$ cat src/hdl/dmskt_pkg.sv
// ----------------------------------------------------------------------------
// dmskt_pkg
// Types and constants shared by the direct-mapped string key table.
// ----------------------------------------------------------------------------
package dmskt_pkg;

  localparam int KEY_BYTES   = 8;
  localparam int KEY_W       = 8 * KEY_BYTES;
  localparam int IDX_W       = $clog2(KEY_BYTES);
  localparam int QUEUE_DEPTH = 2;
  localparam int HASH_MUL    = 37;

  typedef enum logic [1:0] {
    OP_LOOKUP  = 2'd0,
    OP_INSERT  = 2'd1,
    OP_INIT    = 2'd2,
    OP_CLEANUP = 2'd3
  } op_e;

  typedef enum logic [1:0] {
    ST_OK        = 2'd0,
    ST_NOT_READY = 2'd1,
    ST_COLLISION = 2'd2
  } status_e;

  typedef enum logic [1:0] {
    F_IDLE,
    F_HASH,
    F_PUSH
  } front_state_e;

  typedef enum logic [1:0] {
    B_IDLE,
    B_EVAL,
    B_CLEAR
  } back_state_e;

  typedef struct packed {
    logic [1:0]       operation;
    logic [KEY_W-1:0] key_bytes;
    logic [3:0]       key_length;
    logic [7:0]       new_value;
  } in_item_t;

  typedef struct packed {
    logic       found;
    logic [7:0] found_value;
    logic [1:0] status;
    logic       ready_flag;
  } out_item_t;

  typedef struct packed {
    logic             occupied;
    logic [3:0]       key_length;
    logic [KEY_W-1:0] key_bytes;
    logic [7:0]       value;
  } slot_t;

endpackage

$ cat src/hdl/dmskt_front.sv
// ----------------------------------------------------------------------------
// dmskt_front
// Accepts transactions, normalizes the key and hashes it one byte per cycle.
// ----------------------------------------------------------------------------
module dmskt_front #(
  parameter int SLOT_COUNT    = 64,
  parameter int MAX_KEY_BYTES = 8
) (
  input  logic                          clk,
  input  logic                          rst_n,
  input  logic                          in_valid,
  output logic                          in_stall,
  input  dmskt_pkg::in_item_t           in_data,
  output logic                          push,
  output dmskt_pkg::in_item_t           push_item,
  output logic [$clog2(SLOT_COUNT)-1:0] push_slot,
  input  logic                          full
);

  import dmskt_pkg::*;

  localparam int SW = $clog2(SLOT_COUNT);
  localparam int RW = SW + 9;

  front_state_e     state_r, state_nxt;
  in_item_t         item_r, item_nxt;
  logic [SW-1:0]    slot_r, slot_nxt;
  logic [IDX_W-1:0] idx_r, idx_nxt;

  logic [3:0]       len_c;
  logic [KEY_W-1:0] key_m;
  logic [RW-1:0]    acc;
  logic             last_byte;

  always_ff @(posedge clk) begin
    if (!rst_n) begin
      state_r <= F_IDLE;
    end else begin
      state_r <= state_nxt;
    end
  end

  always_ff @(posedge clk) begin
    item_r <= item_nxt;
    slot_r <= slot_nxt;
    idx_r  <= idx_nxt;
  end

  always_comb begin
    len_c = (in_data.key_length > 4'(MAX_KEY_BYTES)) ? 4'(MAX_KEY_BYTES)
                                                      : in_data.key_length;
    key_m = '0;
    for (int i = 0; i < KEY_BYTES; i++) begin
      if (4'(i) < len_c) begin
        key_m[8*i +: 8] = in_data.key_bytes[8*i +: 8];
      end
    end

    // residue step: (r*37 + byte) mod SLOT_COUNT, quotient below 256
    acc = (RW'(slot_r) << 5) + (RW'(slot_r) << 2) + RW'(slot_r)
        + RW'(item_r.key_bytes[8*idx_r +: 8]);
    for (int k = 7; k >= 0; k--) begin
      if (acc >= (RW'(SLOT_COUNT) << k)) begin
        acc = acc - (RW'(SLOT_COUNT) << k);
      end
    end

    last_byte = ({1'b0, idx_r} + 4'd1) == item_r.key_length;
  end

  always_comb begin
    state_nxt = state_r;
    item_nxt  = item_r;
    slot_nxt  = slot_r;
    idx_nxt   = idx_r;
    push      = 1'b0;
    in_stall  = (state_r != F_IDLE);

    unique case (state_r)
      F_IDLE: begin
        if (in_valid) begin
          item_nxt.operation  = in_data.operation;
          item_nxt.key_bytes  = key_m;
          item_nxt.key_length = len_c;
          item_nxt.new_value  = in_data.new_value;
          slot_nxt = '0;
          idx_nxt  = '0;
          if ((in_data.operation == OP_LOOKUP || in_data.operation == OP_INSERT)
              && len_c != 4'd0) begin
            state_nxt = F_HASH;
          end else begin
            state_nxt = F_PUSH;
          end
        end
      end
      F_HASH: begin
        slot_nxt = acc[SW-1:0];
        idx_nxt  = idx_r + 1'b1;
        if (last_byte) begin
          state_nxt = F_PUSH;
        end
      end
      F_PUSH: begin
        push = 1'b1;
        if (!full) begin
          state_nxt = F_IDLE;
        end
      end
      default: begin
        state_nxt = F_IDLE;
      end
    endcase
  end

  assign push_item = item_r;
  assign push_slot = slot_r;

endmodule

$ cat config.mk
export PLATFORM = sky130hd
export DESIGN_NAME = dmskt_front
export DESIGN_NICKNAME = d
export VERILOG_FILES = /design/src/hdl/dmskt_pkg.sv /design/src/hdl/dmskt_front.sv
export SDC_FILE = /design/constraint.sdc
export NUM_CORES = 1
export LEC_CHECK = 0
export BUFFER_PORTS_ARGS = -buffer_cell sky130_fd_sc_hd__buf_4
export CORE_ASPECT_RATIO = 0.8
export CORE_UTILIZATION = 48
export DETAILED_ROUTE_END_ITERATION = 7
export MAX_ROUTING_LAYER = met4
export PLACE_DENSITY_LB_ADDON = 0.3
export SETUP_SLACK_MARGIN = 0.2
export SYNTH_ARGS = -nofsm -noshare
export SYNTH_HDL_FRONTEND = slang
export SYNTH_SLANG_ARGS = --single-unit
$ cat constraint.sdc
create_clock -name clk -period 6.36 [get_ports clk]
set_input_delay 0.318 -clock clk [delete_from_list [all_inputs] [get_ports clk]]
set_output_delay 0.318 -clock clk [all_outputs]
set_load 0.01 [all_outputs]
==> results.txt, run 1 <==
- Run status: completed
- Number of optimization iterations in the first detailed-route pass: 4
- The routed design uses 4.783 mm of met2 wire.
* Util after Layout: 69.48%
- Internal cell power: 1.075 mW
* Post-route insts no fill: 543
- Net switching is 28.97% of the power.
- Static timing analysis puts the maximum clock frequency at 246.6 MHz.
* Most common cell after layout, fill and taps aside: sky130_fd_sc_hd__buf_4
* Most area-consuming cells after synthesis: sky130_fd_sc_hd__edfxtp_1, sky130_fd_sc_hd__nor2b_1, sky130_fd_sc_hd__mux4_1, sky130_fd_sc_hd__and2_1, sky130_fd_sc_hd__ha_1
- Async S/R FF share, synth: 0%
* Fraction of the cycle the final worst path needs: 63.75%
- Die ar.: 0.008923 sq mm
- No sink is reached through more buffers than the 2 on the longest clock path.
* Max-slew violations: 0
- Setup repair after global routing left no endpoint under its margin.
- Share of the synthesized area in the top cell type: 63.68%
* Required time at the endpoint of the critical path: 6.47 ns
- For this block, the initial DRC count from the detailed router was 108.
- Startpoint kind of the worst setup timing path: flip-flop
- Deepest level of the CTS H-tree: 3
- Vias in the first global route: 2813
- Remaining global-route overflow: 0
- Largest fanout on the critical path: 18
- Once detail routing completed, the nets flagged for antenna violations numbered 0.
* Quantity of hold-fixing buffers added after cts: 0
- CTS tree: built
* Total number of vias: 2748
* Sinks on Clock Net: 89
* Met3 wire length: 759 um
- Post-CTS repair timing setup buffer count: 0
- The initial antenna violation count is 0.
- Yosys printed 0 warnings.
- Total length of routed wires: 9.608 mm
- Cells with a size suffix above 1 make up 45.29% of the layout.
- All-layer global routing usage: 23.34%
- Total DRC errors in the routed layout: 0
* Worst rel slew slack: 27.33%
* Lkg Pwr: 2.378 nW
* Number of flops mapped to enable cells by yosys: 87
* IO Port Bufs: 167
- Antenna fix cells: 0
- Summed over all nets, the switching power comes to 0.4382 mW.
* Largest incremental delay on the critical path: 0.98 ns
* Placed wire-length estimate: 7.342 mm
* List of cells traversed by the critical path: mux4_1 > mux2_2 > fa_1 > ha_1 > ha_1 > a21o_1 > a21oi_2 > xnor3_1 > xnor2_1 > nor2_1
* Most used cell along the critical path: sky130_fd_sc_hd__ha_1
- Peak supply drop: 0.1630 mV
* Clock transition at the registers of the reported paths: 0.10 ns
- Die height: 84.69 um
- Clock latency on the worst-skew pair, taken at its later pin, is 0.36 ns.
- The number of hold violations in the final report was 0.
- Setup Crit Path Kind: flip-flop to flip-flop
* # resized after CTS: 0
- Post-synth top area cell: sky130_fd_sc_hd__edfxtp_1
- Number of register bits inferred by synthesis: 89
* Clock power frac: 24.0%
- Synth cell types: 37
- Post-Route Setup TNS: 0 ns
* Data arrival time of the worst path: 4.17 ns
* Slowest stage cell on the critical path: sky130_fd_sc_hd__edfxtp_1
- At the pin with the least slew margin, the transition time is 1.084 ns.
* Average footprint of a synthesized cell: 15.90 sq um
- In this run the clock root is driven by a sky130_fd_sc_hd__clkbuf_8.
- The worst path in the final design needs a cycle of 4.054 ns, including I/O delays and setup.
- Per report_power, the combinational group accounts for 25.3% of the total.
- After detailed routing, the number of vias per cell comes to 5.061.
- Post-layout nets: 526
- Setup violations remaining at the end of the flow were counted as 0.
- After synthesis the cells add up to 0.004103 sq mm.
- Sequential cells were found to cover 64.65% of the synthesized design area.
* Die X-Extent: 105.4 um
* Largest net degree at the start of global routing: 62
- Number of clock buffers inserted by TritonCTS: 9
- Wire length of the first global-routing pass: 14.67 mm
- Power per cell area: 269.1 mW/mm^2
* P&R area growth vs syn: 37.02%
- Path type of the worst min-delay path: input pin to flip-flop
- Kind of end point of the critical path: flip-flop
* Starting density of the core: 50.70%
- Once placement completed, the tool counted placed cells totaling 527.
* Routed wirelength normalized by instance count: 17.69 um
- The clock arrives with 0.008309 ns of skew.
- The tool flagged a number of max-cap violations equal to 0.
- The number of nets in the synthesized netlist is 354.
- Most common flop cell mapped by yosys: sky130_fd_sc_hd__edfxtp_1
- M1 wire length: 3.886 mm
- The core region is 0.008092 sq mm.
- Number of cell rows: 29
* Count of mapped cells out of synthesis: 258
- Top layer used by detailed routing: met4
- Most frequent cells in the layout: sky130_fd_sc_hd__buf_4, sky130_fd_sc_hd__edfxtp_1, sky130_fd_sc_hd__nor2b_1
- For this design the top-level I/O count stands at 168.
* Weighted congestion reported at the end of routability-driven placement: 0.8350
- Registers are responsible for 50.7% of the overall power.
==> flip-flops by register name, indices dropped and copies added (netlist names) <==
signal / count
state_r: 2
idx_r: 3
push_item: 78
push_slot: 6
==> worst max-delay path: cells and delay by family, from the launching register on <==
kind	cells	cell delay [ns]
xor gates and xnor gates	2	0.50
adders and majority gates	3	1.00
and+or+nand+nor	1	0.06
DFF	1	0.98
muxes	2	0.95
AOI/OAI and AO/OA	2	0.33
==> layout make-up <==
| class | count | area (sq um) |
|---|---|---|
| multi-input cells | 151 | 1354 |
| fillers | 574 | 2470 |
| well taps | 108 | 135.1 |
| inverters | 11 | 41.29 |
| flip-flops and latches | 89 | 2653 |
| clock buffers | 10 | 127.6 |
| repair buffers | 168 | 1261 |
| clock inverters | 6 | 50.05 |
==> worst paths after layout <==
check | start | end | slack, ns | cells past startpoint
worst max-delay path | idx_r[0] | push_slot[5] | 2.31 | 10
worst min-delay path | in_data[0] | push_item[0] | 0.12 | 1
worst max register to register | idx_r[0] | push_slot[5] | 2.31 | 10
worst min register to register | state_r[0] | state_r[1] | 0.74 | 3
==> routing by layer <==
layer,GRT usage [%],up-vias
li1,-,1277
met2,37.50,136
met5,-,-
met1,28.89,1321
met4,7.939,0
met3,6.056,14
==> power by group through the flow <==
| stage | clock [mW] | sequential, mW | combinational [mW] |
|---|---|---|---|
| global route | 0.389 | 0.773 | 0.422 |
| finish | 0.364 | 0.767 | 0.382 |
| floorplan | 0 | 0.789 | 0.209 |
| CTS | 0.371 | 0.767 | 0.388 |
| detailed placement | 0 | 0.780 | 0.386 |
| global placement | 0 | 0.779 | 0.374 |
==> synthesized netlist by cell type (all sizes together), types with 2 or more instances <==
cell type	number
edfxtp	87
nor2b	43
mux4	10
clkbuf	2
fa	4
xnor2	6
ha	10
nor3	2
mux2i	6
and2b	11
buf	5
nor2	13
a21oi	4
and2	20
nand3b	2
mux2	3
xor2	4
dfxtp	2
nand3	2
inv	11
==> cells by family (layout without fill, tap and decap cells) <==
| kind of cell | count (synthesis) | after routing | synth area share, % |
|---|---|---|---|
| flops | 89 | 89 | 64.65 |
| compound gates | 8 | 8 | 1.525 |
| simple gates | 99 | 99 | 15.10 |
| buf+inv | 18 | 195 | 2.531 |
| fa+ha+maj | 14 | 14 | 5.002 |
| xor+xnor | 11 | 11 | 2.867 |
| mux | 19 | 19 | 8.326 |
==> per-stage QoR <==
stage / setup WS (ns) / cell area, sq um / power [mW] / hold WS, ns
global route: 2.103 / 5622 / 1.584 / 0.1043
detailed placement: 2.274 / 5444 / 1.166 / 0.4974
finish: 2.306 / 5622 / 1.513 / 0.1227
floorplan: 1.919 / 4103 / 0.9981 / 0.4169
CTS: 2.272 / 5622 / 1.525 / 0.1076
global placement: 2.440 / 5444 / 1.153 / 0.4959
Note: power is estimated with default switching activity, not from simulation.
==> run 2, diff against run 1 <==
- ABC_AREA: not set -> 1
- CORE_UTILIZATION: 48 -> 49
- clock period: 6.36 -> 4.19 ns (I/O delays scaled with it)
==> results.txt, run 2 <==
- The count of flip-flops with a built-in enable after synthesis was 87 (unchanged).
- The clock sink total was 89 (unchanged).
- Die X-Extent: 105.6 um (+0.20%)
- The total iterations of the first detailed-routing run is 6 (+2).
- The highest attainable clock frequency came to 290.9 MHz (+18%).
- Remaining global-route overflow: 0 (unchanged)
- Initial antenna violation count: 0 (unchanged)
* Layout filler cell count: 592 (+3.1%)
* Average footprint of a synthesized cell: 9.965 sq um (-37%)
* Compound-Gate Fraction of Synth Area: 4.999% (+3.5 points)
- The count of instances resized after the clock tree is built came to 0 (unchanged).
* Actual transition at the worst max-transition pin: 0.9873 ns (-0.09628 ns)
- Yosys synthesis warning count: 0 (unchanged)
* Simple-gate share of the synthesized area: 15.62% (+0.52 points)
* Slowest stage cell on the critical path: sky130_fd_sc_hd__edfxtp_1
* Antenna fix cells: 0 (unchanged)
* P&R area growth vs syn: 39.10%
- The die boundary height is 84.86 um (+0.20%).
* Seq/Total Area, Yosys: 63.08% (-1.6 points)
- The number of setup violations in the final report is 0 (unchanged).
- The total routing usage reported by global routing was 25.67% (+2.3 points).
- Number of clock buffers inserted by TritonCTS: 9 (unchanged)
- The highest net fanout along the worst path was 16 (-2).
* Weighted congestion reported at the end of routability-driven placement: 0.9186 (+10%)
* Peak supply drop: 0.2851 mV (+75%)
- In the layout the commonest cells are sky130_fd_sc_hd__buf_4, sky130_fd_sc_hd__inv_1, sky130_fd_sc_hd__nor2_1.
- The wire length per cell was 16.15 um (-8.7%).
- The total length of routed wires was 11.51 mm (+20%).
- The multiplexer share of the synthesized area is 0% (-8.3 points).
- Kind of end point of the critical path: flip-flop
* Post-CTS repair timing setup buffer count: 0 (unchanged)
* Largest net degree at the start of global routing: 79 (+27%)
- The layout cell share with drive strength beyond 1 was 31.57% (-14 points).
- The synthesis-stage register bit count came to 89 (unchanged).
* IO Port Bufs: 167 (unchanged)
- The clock network latency to the later pin of the worst-skew pair is 0.38 ns (+0.02 ns).
- Async S/R FF share, synth: 0% (unchanged)
* Placed wire-length estimate: 7.927 mm (+8.0%)
* Largest family of logic cells by synthesized area: simple AND/OR/NAND/NOR gates
- The area enclosed by the die boundary came to 0.008959 sq mm (+0.40%).
- Lkg Pwr: 2.879 nW (+21%)
- Startpoint kind of the worst setup timing path: flip-flop
- Number of buffers on the longest clock path: 2 (unchanged)
- Final period demand of the worst path: 3.437 ns (-0.6170 ns)
- Max-capacitance violation count: 0 (unchanged)
- The share of the synthesized area in the top cell type is 62.12% (-1.6 points).
- Post-Syn Nets: 518 (+46%)
* Clock tree skew after final layout: 0.03033 ns (+0.02202 ns)
- Data arrival time of the worst path: 3.56 ns (-0.61 ns)
- Among all flip-flop cells after synthesis, the most frequent one is sky130_fd_sc_hd__edfxtp_1.
* Vias per cell: 4.938 (-2.4%)
- The distinct cell type count of the synthesized netlist is 26 (-30%).
- Total number of vias: 3521 (+28%)
* Count of mapped cells out of synthesis: 422 (+64%)
* Path type of the worst min-delay path: input pin to flip-flop
* Synth top cells by count: sky130_fd_sc_hd__inv_1, sky130_fd_sc_hd__nor2_1, sky130_fd_sc_hd__edfxtp_1
- CTS tree: built
- Sequential cell area: 0.002653 sq mm (unchanged)
- PnR worst setup slack: 0.7526 ns (-1.553 ns)
- Area occupied by multi-input gates: 0.001124 sq mm (-17%)
- Most used cell along the critical path: sky130_fd_sc_hd__nand3_1
- Initial drt markers: 304 (+180%)
* Clock transition at the registers of the reported paths: 0.09 ns (about the same)
- The max-slew violation count came to 0 (unchanged).
- The number of flip-flops under the largest register name came to 78 (unchanged).
* Boundary Pins: 168 (unchanged)
- The required time of the critical path was 4.31 ns (-2.16 ns).
* Most area-consuming cells after synthesis: sky130_fd_sc_hd__edfxtp_1, sky130_fd_sc_hd__inv_1, sky130_fd_sc_hd__nor2_1, sky130_fd_sc_hd__nand2_1, sky130_fd_sc_hd__ha_1
* Most common cell after layout, fill and taps aside: sky130_fd_sc_hd__buf_4
* Post-synth top area cell: sky130_fd_sc_hd__edfxtp_1
- Post-layout nets: 696 (+32%)
- The most critical setup path has its startpoint at idx_r[1].
- List of cells traversed by the critical path: inv_1 > o21ai_0 > o221ai_1 > o21ai_1 > fa_1 > inv_1 > ha_1 > ha_1 > nand3_1 > nand3_1 > nand2_1 > nand2_1 > nand3_1 > a21oi_1 > nor2_1
- Unrepaired setup endpoints after global routing: false
* Starting density of the core: 51.74% (+1.0 points)
- The via count of the first global-routing pass was 3222 (+15%).
- Clock root buffer master: sky130_fd_sc_hd__clkbuf_8
- The flow ran to the end, and the final reports show no timing, DRC or antenna violations.
- The synthesized-area fraction occupied by xor and xnor cells is 1.041% (-1.8 points).
- The count of standard-cell rows came to 29 (unchanged).
- DRT antenna net count: 0 (unchanged)
- Worst setup slack before clock tree synthesis: 0.8261 ns (-1.448 ns)
- Wire length of the first global-routing pass: 16.59 mm (+13%)
- The placeable core region came to 0.008128 sq mm (+0.45%).
- The period utilization came to 82.04% (+18 points).
- Final hold violations: 0 (unchanged)
- The biggest cell delay along the critical path was 0.62 ns (-0.36 ns).
* Power per cell area: 470.3 mW/mm^2 (+75%)
* Netlist area before placement: 0.004205 sq mm (+2.5%)
- The count of unresolved DRC violations after routing is 0 (unchanged).
- Fraction of the mapped netlist area in adder cells: 4.880% (-0.12 points)
* Setup Crit Path Kind: flip-flop to flip-flop
* Hold Startpoint: in_data[77]
- The setup TNS came to 0 ns (unchanged).
- The startpoint identified for the worst register-to-register timing path is idx_r[1].
* Worst rel slew slack: 34.18% (+6.9 points)
- Deepest level of the CTS H-tree: 3 (unchanged)
* Most used standard cell by instance count after synthesis: sky130_fd_sc_hd__inv_1
==> run 2: changes by cell type after synthesis, moves of 17 or more <==
cell / delta
sky130_fd_sc_hd__and2_1: -20
sky130_fd_sc_hd__inv_1: +86
sky130_fd_sc_hd__nand2_1: +52
sky130_fd_sc_hd__nor2_1: +78
sky130_fd_sc_hd__nor2b_1: -43
sky130_fd_sc_hd__o21ai_0: +17
==> run 2: cell families (layout without fill, tap and decap cells) <==
family | count (synthesis) | count (layout)
AOI/OAI and AO/OA | 38 | 38
xor gates and xnor gates | 5 | 5
adders and majority gates | 14 | 14
buffers and inverters | 112 | 295
DFF | 89 | 89
and+or+nand+nor | 164 | 164
==> run 2: path summary, 6_finish.rpt <==
path / to / slack (ns) / depth (start not counted)
setup reg to reg: push_slot[5] / 0.75 / 15
setup / recovery: push_slot[5] / 0.75 / 15
hold / removal: push_item[77] / 0.03 / 1
hold reg to reg: state_r[1] / 0.62 / 3
==> run 2: cell type report <==
type	count	area share, %
inverter	101	6.481
clock inverter	7	1.305
timing repair buffer	178	23.23
multi-input combinational	221	19.21
sequential	89	45.35
clock buffer	9	2.118
tap	108	2.310
==> run 2: timing repair <==
item,CTS,global route
hold buffers,0,9
endpoints found under the hold margin,0,9
endpoints found under the setup margin,0,0
==> run 2: critical path: cells and delay by family, from the launching register on <==
kind | cells | cell delay, ns
AOI/OAI and AO/OA | 4 | 0.61
buffers and inverters | 2 | 0.38
DFF | 1 | 0.62
adders and majority gates | 3 | 1.13
and+or+nand+nor | 6 | 0.46
==> run 2: power by group <==
group	switching, mW	total [mW]	internal (mW)
logic	0.505	0.898	0.394
clock network	0.339	0.622	0.283
registers	0.0944	1.23	1.14
==> run 2: metrics by stage <==
stage | util, % | hold WS (ns) | std cells | cell area [sq um] | power, mW
3_5_place_dp | 68.40 | 0.3888 | 688 | 5559 | 2.124
2_1_floorplan | - | 0.3071 | 422 | 4208 | 1.763
5_1_grt | 71.97 | 0.01137 | 713 | 5849 | 2.918
3_3_place_gp | 68.40 | 0.3874 | 688 | 5559 | 2.099
4_1_cts | 70.86 | 0.005903 | 704 | 5759 | 2.731
6_report | 71.97 | 0.03403 | 713 | 5849 | 2.751
==> run 2: per-layer routing <==
metal / vias to the layer above / track usage [%] / wire length (um)
met2: 181 / 41.09 / 5652
met4: 0 / 6.187 / 121
met3: 14 / 6.452 / 1111
li1: 1693 / - / -
met5: - / - / 0
met1: 1633 / 33.25 / 4628
