===== config.mk =====
export PLATFORM = sky130hd
export DESIGN_NAME = dmskt_queue
export DESIGN_NICKNAME = d
export VERILOG_FILES = /design/src/hdl/dmskt_pkg.sv /design/src/hdl/dmskt_queue.sv
export SDC_FILE = /design/constraint.sdc
export NUM_CORES = 1
export LEC_CHECK = 0
export ABC_AREA = 0
export BUFFER_PORTS_ARGS = -buffer_cell sky130_fd_sc_hd__buf_4
export CAP_MARGIN = 0
export CORE_MARGIN = 4
export CORE_UTILIZATION = 49
export DETAILED_ROUTE_END_ITERATION = 6
export PLACE_DENSITY_LB_ADDON = 0.2
export RECOVER_POWER = 50
export REMOVE_ABC_BUFFERS = 1
export SLEW_MARGIN = 0
export SYNTH_ARGS = -nofsm -noshare
export SYNTH_HDL_FRONTEND = slang
export SYNTH_SLANG_ARGS = --single-unit

===== constraint.sdc =====
create_clock -name clk -period 1.6 [get_ports clk]
set_input_delay 0.08 -clock clk [delete_from_list [all_inputs] [get_ports clk]]
set_output_delay 0.08 -clock clk [all_outputs]
set_load 0.03 [all_outputs]

===== src/hdl/dmskt_pkg.sv =====
// ----------------------------------------------------------------------------
// dmskt_pkg
// Types and constants shared by the direct-mapped string key table.
// ----------------------------------------------------------------------------
package dmskt_pkg;

  localparam int KEY_BYTES   = 8;
  localparam int KEY_W       = 8 * KEY_BYTES;
  localparam int IDX_W       = $clog2(KEY_BYTES);
  localparam int QUEUE_DEPTH = 2;
  localparam int HASH_MUL    = 37;

  typedef enum logic [1:0] {
    OP_LOOKUP  = 2'd0,
    OP_INSERT  = 2'd1,
    OP_INIT    = 2'd2,
    OP_CLEANUP = 2'd3
  } op_e;

  typedef enum logic [1:0] {
    ST_OK        = 2'd0,
    ST_NOT_READY = 2'd1,
    ST_COLLISION = 2'd2
  } status_e;

  typedef enum logic [1:0] {
    F_IDLE,
    F_HASH,
    F_PUSH
  } front_state_e;

  typedef enum logic [1:0] {
    B_IDLE,
    B_EVAL,
    B_CLEAR
  } back_state_e;

  typedef struct packed {
    logic [1:0]       operation;
    logic [KEY_W-1:0] key_bytes;
    logic [3:0]       key_length;
    logic [7:0]       new_value;
  } in_item_t;

  typedef struct packed {
    logic       found;
    logic [7:0] found_value;
    logic [1:0] status;
    logic       ready_flag;
  } out_item_t;

  typedef struct packed {
    logic             occupied;
    logic [3:0]       key_length;
    logic [KEY_W-1:0] key_bytes;
    logic [7:0]       value;
  } slot_t;

endpackage


===== src/hdl/dmskt_queue.sv =====
// ----------------------------------------------------------------------------
// dmskt_queue
// Short FIFO between the hashing front and the table back end.
// ----------------------------------------------------------------------------
module dmskt_queue #(
  parameter int DATA_W = 8
) (
  input  logic              clk,
  input  logic              rst_n,
  input  logic              push,
  input  logic [DATA_W-1:0] push_data,
  output logic              full,
  input  logic              pop,
  output logic [DATA_W-1:0] pop_data,
  output logic              empty
);

  import dmskt_pkg::*;

  localparam int PW = $clog2(QUEUE_DEPTH);
  localparam int CW = $clog2(QUEUE_DEPTH + 1);

  logic [DATA_W-1:0] mem_r [QUEUE_DEPTH];
  logic [PW-1:0]     wr_ptr_r, wr_ptr_nxt;
  logic [PW-1:0]     rd_ptr_r, rd_ptr_nxt;
  logic [CW-1:0]     count_r, count_nxt;
  logic              do_push, do_pop;

  assign full     = (count_r == CW'(QUEUE_DEPTH));
  assign empty    = (count_r == '0);
  assign do_push  = push && !full;
  assign do_pop   = pop && !empty;
  assign pop_data = mem_r[rd_ptr_r];

  always_comb begin
    wr_ptr_nxt = wr_ptr_r;
    rd_ptr_nxt = rd_ptr_r;
    count_nxt  = count_r;
    if (do_push) begin
      wr_ptr_nxt = (wr_ptr_r == PW'(QUEUE_DEPTH - 1)) ? '0 : wr_ptr_r + 1'b1;
    end
    if (do_pop) begin
      rd_ptr_nxt = (rd_ptr_r == PW'(QUEUE_DEPTH - 1)) ? '0 : rd_ptr_r + 1'b1;
    end
    if (do_push && !do_pop) begin
      count_nxt = count_r + 1'b1;
    end else if (do_pop && !do_push) begin
      count_nxt = count_r - 1'b1;
    end
  end

  always_ff @(posedge clk) begin
    if (!rst_n) begin
      wr_ptr_r <= '0;
      rd_ptr_r <= '0;
      count_r  <= '0;
    end else begin
      wr_ptr_r <= wr_ptr_nxt;
      rd_ptr_r <= rd_ptr_nxt;
      count_r  <= count_nxt;
    end
  end

  always_ff @(posedge clk) begin
    if (do_push) begin
      mem_r[wr_ptr_r] <= push_data;
    end
  end

endmodule


==> results.txt, run 1 <==
Final Critical Period: 1511 ps
vias per cell: 4.950
CP max-delay cell: dfxtp_2
CTS Sinks: 21
number of flops mapped to enable cells by yosys: 16
Final Hold Fails: 0
syn_area_per_cell: 16.19 um^2
CTS max path bufs: 2
Initial DRT Pass Iterations: 2
P&R area growth vs syn: 34.47%
Net Switching: 574.4 uW
Initial Util: 52.52%
predominant post-synthesis flop cell: edfxtp_1
Logic pwr share: 39.5%
Max Cap Viol: 0
Netlist Area Pre-Place: 809.5 um^2
initial drt markers: 4
r2r setup slk: 90 ps
TritonCTS Buffers: 3
die height: 48.65 um
Leak: 0.4255 nW
global-route wire length before repair: 2194 um
H-tree depth: 1
share of cells above drive strength 1: 39.29%
clock slew at reported path FFs: 110 ps
Arrival @ worst endpoint: 1740 ps
Ports: 22
Root Driver: clkbuf_4
detailed-route via count: 495
Worst setup SP type: flip-flop
pre-CTS worst setup slack: 36.20 ps
Worst Skew: 5.937 ps
FFs w/ async S/R, synth: 0%
GR peak layer: met2
wire length per cell: 12.69 um
Mapped Cells: 50
Final Cycle Share: 94.42%
internal power: 1.088 mW
DP Cell Count: 88
final std cells w/o fill: 100
Max Slew Vio Count: 0
Highest Clock Rate: 661.9 MHz
PD cells: 1527 mW/mm^2
Flop pwr share: 46.1%
Hold Path Depth: 2
detailed-route DRC error count: 0
largest net degree at the start of global routing: 12
R2R Path Start: count_r[0]
post-route setup TNS: 0 ps
fin nets: 98
worst rel slew slack: 75.15%
Synth Warn #: 0
row count: 14
met1 usage: 11.42%
Tot GR Track Use: 12.00%
crit path max fanout: 5
die area: 0.002366 mm^2
met3 Usage GRT: 5.215%
Crit Path Category: flip-flop to flip-flop
# port buffers: 21
GRT overflow: 0
worst min path class: primary input to flip-flop
RSZ-0062 raised after global routing: no
Antenna Cells: 0
status: completed
Final setup viols: 0
sequential area share after synthesis: 71.72%
depth of the worst register-to-register path: 6
post-route setup slack: 89.23 ps
Worst EP required: 1830 ps
Worst-Skew Late Latency: 290 ps
Post-DRT Antenna Nets: 0
Tot Pwr: 1.663 mW
Yosys reg bits: 21
antenna violations before repair: 0
vias in the first global route: 533
Worst VDD drop: 976.0 uV
HP Start: rst_n
synth unique cells: 20
reg-to-reg endpoint: count_r[1]
CP Capture Type: flip-flop
worst-path cell chain: nand2b_1 > inv_2 > nor2_1 > ha_1 > or3_1 > a21boi_1
met2 GRT Util: 22.39%
HPWL Detailed: 942.3 um
clock power share: 14.4%
Worst-Margin Slew: 372.8 ps
Hold Path Sink: rd_ptr_r
CTS tree: built
Sw Share: 34.55%
slowest cell delay on critical path: 360 ps
Placer Congestion: 0.6567
Total Routed Length: 1269 um
Core Box Area: 0.001541 mm^2
Die Wd: 48.65 um
[per-layer routing]
layer  vias to the layer above  part of all wire [%]
met3                         0                   6.7
li1                        254                     -
met1                       227                    38
met5                         -                     0
met2                        14                    56
met4                         0                     0
[logic make-up (layout without fill, tap and decap cells)]
kind of cell | after synthesis | in the layout | synth area share [%]
multiplexers | 8 | 8 | 11.13
flip-flops | 21 | 21 | 71.72
AND/OR/NAND/NOR | 9 | 9 | 6.803
XOR/XNOR | 3 | 3 | 3.246
AO/OA/AOI/OAI | 5 | 5 | 4.018
adder cells (fa/ha/maj) | 1 | 1 | 1.545
buffers and inverters | 3 | 37 | 1.544
[sequential cells by signal, summed over array words and instances, names as in the netlist, named ones only]
name and cells:
count_r 2, mem_r 16, rd_ptr_r 1, wr_ptr_r 1
[Yosys cell counts, types with 2 or more instances]
master	n	area, um^2
and2_1	3	18.77
dfxtp_1	5	100.1
edfxtp_1	16	480.5
mux2_2	8	90.09
nor2_1	2	7.510
xnor2_1	2	17.52
[through the flow]
| step | cell area (um^2) | hold slack, ps | util (%) |
|---|---|---|---|
| after floorplan | 804.5 | 178.9 | - |
| after global placement | 997.2 | 265.6 | 64.69 |
| after detailed placement | 997.2 | 268.0 | 64.69 |
| after CTS | 1104 | 7.537 | 71.59 |
| after global routing | 1089 | 11.61 | 70.62 |
| final | 1089 | 20.28 | 70.62 |
[power by group through the flow]
stage / registers (mW) / logic (mW) / clock network (mW)
2_1_floorplan: 0.762 / 0.464 / 0
3_3_place_gp: 0.777 / 0.673 / 0
3_5_place_dp: 0.780 / 0.684 / 0
4_1_cts: 0.768 / 0.701 / 0.256
5_1_grt: 0.781 / 0.714 / 0.277
6_report: 0.766 / 0.658 / 0.239
[worst max-delay path, delay by kind of cell, from the launching register on]
family / cells / cell delay, ps
AND/OR/NAND/NOR: 3 / 570
AO/OA/AOI/OAI: 1 / 140
adder cells (fa/ha/maj): 1 / 300
flip-flops: 1 / 360
buffers and inverters: 1 / 80
[area by class of cell]
type / instances / area, um^2
Clock buffer: 4 / 26.28
Sequential cell: 21 / 581.8
Inverter: 2 / 7.507
Fill cell: 123 / 452.9
Multi-Input combinational cell: 26 / 211.5
Tap cell: 16 / 20.02
Timing Repair Buffer: 31 / 241.5
[cells in the final DEF (no fill, tap or decap), drive strengths merged]
master and n:
or3 1, nor2 2, and3 1, edfxtp 16
o21a 1, dfxtp 5, dlygate4sd3 8, and2 3
ha 1, nand2b 1, xor2 1, nor3 1
o21ai 2, clkbuf 15, inv 2, xnor2 2
buf 12, mux2 8, a21boi 2
[how the worst max path moves through the flow]
stage | startpoint | to | slack, ps | depth (start not counted)
floorplan | count_r[0] | count_r[1] | 50 | 6
CTS | count_r[0] | count_r[1] | 30 | 6
finish | count_r[0] | count_r[1] | 90 | 6
global route | count_r[0] | count_r[1] | 20 | 6
detailed placement | count_r[0] | count_r[1] | 40 | 6
global placement | count_r[0] | count_r[1] | 100 | 6
[timing repair]
action	in CTS	in global routing
endpoints found under the hold margin	16	0
hold buffers	8	0
setup buffers	0	0
gates resized for setup	0	1
setup endpoints to repair	0	1
Power figures use the tool's default switching activity.
==> inputs of run 2 (changes only) <==
CORE_ASPECT_RATIO = 1.2   (was unset)
TNS_END_PERCENT = 30   (was unset)
clock period = 1.4 ns   (was 1.6 ns; I/O delays follow)
==> results.txt, run 2 (synthesis gave the netlist of run 1 again) <==
Final Hold Fails: 0 (unchanged)
Initial DRT Pass Iterations: 4 (+2)
Worst VDD drop: 1204 uV (+23%)
max FFs per register: 16 (unchanged)
Worst EP required: 1630 ps (-200 ps)
row count: 15 (+1)
internal power: 1.361 mW (+25%)
cell family with most CP delay: simple AND/OR/NAND/NOR gates
clock slew at reported path FFs: 110 ps (about the same)
Hold Path Depth: 2 (unchanged)
CP Capture Type: flip-flop
HPWL Detailed: 1003 um (+6.4%)
Arrival @ worst endpoint: 1610 ps (-130 ps)
WP depth: 7 (+1)
GRT overflow: 0 (unchanged)
final std cells w/o fill: 105 (+5.0%)
Post-DRT Antenna Nets: 0 (unchanged)
vias in the first global route: 542 (+1.7%)
Tot GR Track Use: 13.31% (+1.3 points)
Net Switching: 688.3 uW (+20%)
CTS max path bufs: 2 (unchanged)
CTS tree: built
# port buffers: 21 (unchanged)
Flop pwr share: 43.5% (-2.6 points)
clock power share: 13.1% (-1.3 points)
status: completed
worst rel slew slack: 73.53% (-1.6 points)
worst min path class: primary input to flip-flop
detailed-route DRC error count: 0 (unchanged)
Logic pwr share: 43.4% (+3.9 points)
largest registers: mem_r x16, count_r x2
commonest non-fill, non-tap cell in the layout: buf_4
vias per cell: 4.895 (-1.1%)
die height: 52.53 um (+8.0%)
fill count: 103 (-16%)
post-route setup TNS: 0 ps (unchanged)
share of cells above drive strength 1: 51.14% (+12 points)
depth of the worst register-to-register path: 7 (+1)
most flop-heavy register: mem_r
DP Cell Count: 93 (+5.7%)
Final Critical Period: 1382 ps (-128.5 ps)
antenna violations before repair: 0 (unchanged)
Worst-Skew Late Latency: 290 ps (about the same)
Final Core Density: 76.67% (+6.0 points)
initial drt markers: 8 (+4)
largest net degree at the start of global routing: 12 (unchanged)
fin nets: 102 (+4.1%)
Max Slew Vio Count: 0 (unchanged)
Final Cycle Share: 98.73% (+4.3 points)
global-route wire length before repair: 2242 um (+2.2%)
Antenna Cells: 0 (unchanged)
Ports: 22 (unchanged)
Initial Util: 53.92% (+1.4 points)
die area: 0.002369 mm^2 (+0.12%)
Leak: 0.4629 nW (+8.8%)
Worst Skew: 5.183 ps (-0.7536 ps)
Core Box Area: 0.001501 mm^2 (-2.6%)
worst-path cell chain: nand2b_4 > inv_2 > nor2_2 > ha_1 > xor2_1 > or3_1 > a21boi_1
Highest Clock Rate: 723.4 MHz (+9.3%)
Placer Congestion: 0.6594 (+0.41%)
H-tree depth: 1 (unchanged)
Design Area, Final: 0.001151 mm^2 (+5.7%)
CTS Sinks: 21 (unchanged)
placed cell areas: 0.001028 mm^2 (+3.1%)
Total Routed Length: 1322 um (+4.2%)
wire length per cell: 12.59 um (-0.78%)
TritonCTS Buffers: 3 (unchanged)
Root Driver: clkbuf_4
Worst-Margin Slew: 397.0 ps (+24.21 ps)
CP max-delay cell: dfxtp_2
crit path max fanout: 3 (-2)
Crit Path Category: flip-flop to flip-flop
PD cells: 1780 mW/mm^2 (+17%)
Final setup viols: 0 (unchanged)
Worst setup SP type: flip-flop
detailed-route via count: 514 (+3.8%)
P&R area growth vs syn: 42.19%
Tot Pwr: 2.049 mW (+23%)
Max Cap Viol: 0 (unchanged)
Sw Share: 33.59% (-0.96 points)
slowest cell delay on critical path: 340 ps (-20 ps)
most frequent cells in the layout: buf_4, edfxtp_1, clkbuf_4, mux2_2, dlygate4sd3_1
buffers and inverters on the worst path: 1 (unchanged)
Die Wd: 45.11 um (-7.3%)
RSZ-0062 raised after global routing: yes
run 2: layer usage:
layer	vias up	GRT usage, %	wire (um)
li1	262	-	-
met1	235	15.56	566
met2	15	23.35	693
met3	2	4.124	54
met4	0	2.927	8
met5	-	0	0
run 2: repair_timing:
action | CTS | global route
gates resized for setup | 1 | 5
endpoints found under the setup margin | 9 | 3
hold buffers | 8 | 0
hold endpoints to repair | 16 | 0
gates cloned | 0 | 0
buffers inserted | 0 | 0
pin swaps | 0 | 1
run 2: per-stage QoR:
step	hold slack, ps	setup slack (ps)
6_report	25.62	17.72
4_1_cts	13.07	-53.99
3_5_place_dp	258.1	-37.31
5_1_grt	14.95	-82.52
3_3_place_gp	255.3	18.04
2_1_floorplan	168.9	-152.0
run 2: cell type report:
class                      count  area, um^2  share of cell area [%]
timing repair buffer          35       282.8                   24.57
multi-input combinational     26       226.5                   19.67
clock buffer                   4       26.28                   2.283
sequential                    21       586.8                   50.98
inverter                       2       7.507                  0.6522
tap                           17       21.27                   1.848
run 2: path summary, 6_finish.rpt:
kind                                 start    endpoint  slack [ps]
worst max-delay path            count_r[0]  count_r[1]          20
worst min-delay path                 rst_n    wr_ptr_r          30
worst max register to register  count_r[0]  count_r[1]          20
worst min register to register  count_r[1]  count_r[1]         530
run 2: power groups by stage:
stage | combinational, mW | sequential [mW] | clock [mW]
after floorplan | 0.530 | 0.871 | 0
after global placement | 0.846 | 0.879 | 0
after detailed placement | 0.860 | 0.886 | 0
after CTS | 0.882 | 0.875 | 0.287
after global routing | 0.956 | 0.905 | 0.324
final | 0.888 | 0.892 | 0.269
==> inputs of run 3 (changes only) <==
CELL_PAD_IN_SITES_DETAIL_PLACEMENT = 0   (was unset)
CELL_PAD_IN_SITES_GLOBAL_PLACEMENT = 1   (was unset)
CORE_ASPECT_RATIO = unset   (was 1.2)
CORE_UTILIZATION = 40   (was 49)
==> results.txt, run 3 (synthesis gave the netlist of run 1 again) <==
status: finished, violations left
failing checks: setup timing
CTS max path bufs: 2 (unchanged)
initial drt markers: 6 (-2)
# port buffers: 21 (unchanged)
Worst-Margin Slew: 193.2 ps (-203.8 ps)
Net Switching: 707.4 uW (+2.8%)
P&R area growth vs syn: 48.38%
Detail Route met2 WL: 717 um (+3.5%)
Hold Path Sink: wr_ptr_r
Final setup viols: 1 (+1)
largest registers: mem_r x16, count_r x2
H-tree depth: 1 (unchanged)
HPWL Detailed: 969.3 um (-3.3%)
Tot Pwr: 2.105 mW (+2.7%)
Crit Path Category: flip-flop to flip-flop
PD cells: 1753 mW/mm^2 (-1.5%)
Final Hold Fails: 0 (unchanged)
vias per cell: 4.412 (-9.9%)
post-route setup slack: -31.14 ps (-48.85 ps)
Flop pwr share: 42.7% (-0.8 points)
Antenna Cells: 0 (unchanged)
Sw Share: 33.60% (about the same)
share of cells above drive strength 1: 52.17% (+1.0 points)
Met1 Routed Length: 562 um (-0.71%)
Worst-Skew Late Latency: 290 ps (about the same)
CP Capture Type: flip-flop
Worst Skew: 10.36 ps (+5.179 ps)
detailed-route via count: 525 (+2.1%)
R2R Path Start: count_r[0]
depth of the worst register-to-register path: 6 (-1)
Highest Clock Rate: 698.7 MHz (-3.4%)
Root Driver: clkbuf_4
global-route wire length before repair: 2325 um (+3.7%)
row count: 16 (+1)
Critical path origin: count_r[0]
worst min path class: primary input to flip-flop
most frequent cells in the layout: buf_4, edfxtp_1, clkbuf_4, dlygate4sd3_1, mux2_2
GRT overflow: 0 (unchanged)
commonest non-fill, non-tap cell in the layout: buf_4
DP Cell Count: 105 (+13%)
clock power share: 12.9% (-0.2 points)
reg-to-reg endpoint: count_r[1]
vias in the first global route: 568 (+4.8%)
Design Area, Final: 0.001201 mm^2 (+4.3%)
final std cells w/o fill: 119 (+13%)
Final Critical Period: 1431 ps (+48.85 ps)
Tot GR Track Use: 11.53% (-1.8 points)
Worst setup SP type: flip-flop
Worst EP required: 1630 ps (about the same)
Hold Path Depth: 3 (+1)
RSZ-0062 raised after global routing: yes
Ports: 22 (unchanged)
top sig layer: met4
Max Slew Vio Count: 0 (unchanged)
Leak: 0.4863 nW (+5.1%)
Initial DRT Pass Iterations: 3 (-1)
CTS Sinks: 21 (unchanged)
Post-DRT Antenna Nets: 0 (unchanged)
detailed-route DRC error count: 0 (unchanged)
Arrival @ worst endpoint: 1660 ps (+50 ps)
Total Routed Length: 1348 um (+2.0%)
wire length per cell: 11.33 um (-10%)
Die Wd: 52.99 um (+17%)
Logic pwr share: 44.4% (+1.0 points)
Max Cap Viol: 0 (unchanged)
Worst VDD drop: 978.9 uV (-19%)
pre-CTS worst setup slack: -73.69 ps (-36.38 ps)
Initial Util: 41.69% (-12 points)
Final Cycle Share: 102.2% (+3.5 points)
clock slew at reported path FFs: 110 ps (about the same)
Final Core Density: 61.86% (-15 points)
die area: 0.002807 mm^2 (+18%)
largest net degree at the start of global routing: 13 (+1)
TritonCTS Buffers: 3 (unchanged)
crit path max fanout: 4 (+1)
Placer Congestion: 0.7524 (+14%)
die height: 52.99 um (+0.88%)
worst rel slew slack: 87.04% (+14 points)
WL met3: 60 um (+11%)
Core Box Area: 0.001942 mm^2 (+29%)
max FFs per register: 16 (unchanged)
HP Start: push
r2r setup slk: -30 ps (-50 ps)
most flop-heavy register: mem_r
placed cell areas: 0.001056 mm^2 (+2.7%)
fin nets: 106 (+3.9%)
internal power: 1.398 mW (+2.7%)
CTS tree: built
antenna violations before repair: 0 (unchanged)
run 3: per-stage QoR:
stage                     hold WS [ps]  setup TNS, ps
after floorplan                  168.9         -268.1
after global placement           255.6         -1.465
after detailed placement         257.4         -113.7
after CTS                        107.0         -55.40
after global routing             121.6         -99.75
final                            121.1         -31.14
run 3: worst max-delay path by stage:
stage	cells after the start	slack [ps]	endpoint
2_1_floorplan	6	-150	count_r[1]
3_3_place_gp	7	-1	count_r[1]
3_5_place_dp	6	-70	count_r[1]
4_1_cts	6	-60	count_r[1]
5_1_grt	6	-80	count_r[1]
6_report	6	-30	count_r[1]
run 3: routing by layer:
metal  up-vias  track usage, %
met3         2           2.535
met4         0           3.830
met2        11           21.07
met1       247           13.08
met5         -               0
li1        265               -
run 3: worst max-delay path, cell delays in order (launching register included):
cell      delay [ps]
dfxtp_4          370
nand2b_4         140
inv_2             50
nor2_1            30
ha_1             290
or3_1            360
a21boi_1         120
run 3: layout make-up:
cell class	count	area (um^2)
clock buffers	3	22.52
clock inverters	1	5.005
fillers	146	740.7
inverters	2	7.507
multi-input cells	26	224.0
flip-flops and latches	21	589.3
well taps	27	33.78
repair buffers	39	319.1
run 3: repair_timing:
action / 4_1_cts / 5_1_grt
gates resized for setup: 4 / 3
pin swaps: 0 / 1
endpoints found under the setup margin: 10 / 10
setup buffers: 0 / 1
hold buffers: 9 / 0
endpoints found under the hold margin: 19 / 0
run 3: power groups by stage:
| stage | clock (mW) | sequential [mW] | combinational [mW] |
|---|---|---|---|
| floorplan | 0 | 0.871 | 0.530 |
| global placement | 0 | 0.884 | 0.869 |
| detailed placement | 0 | 0.889 | 0.878 |
| CTS | 0.287 | 0.895 | 0.914 |
| global route | 0.321 | 0.916 | 1.00 |
| finish | 0.271 | 0.899 | 0.936 |
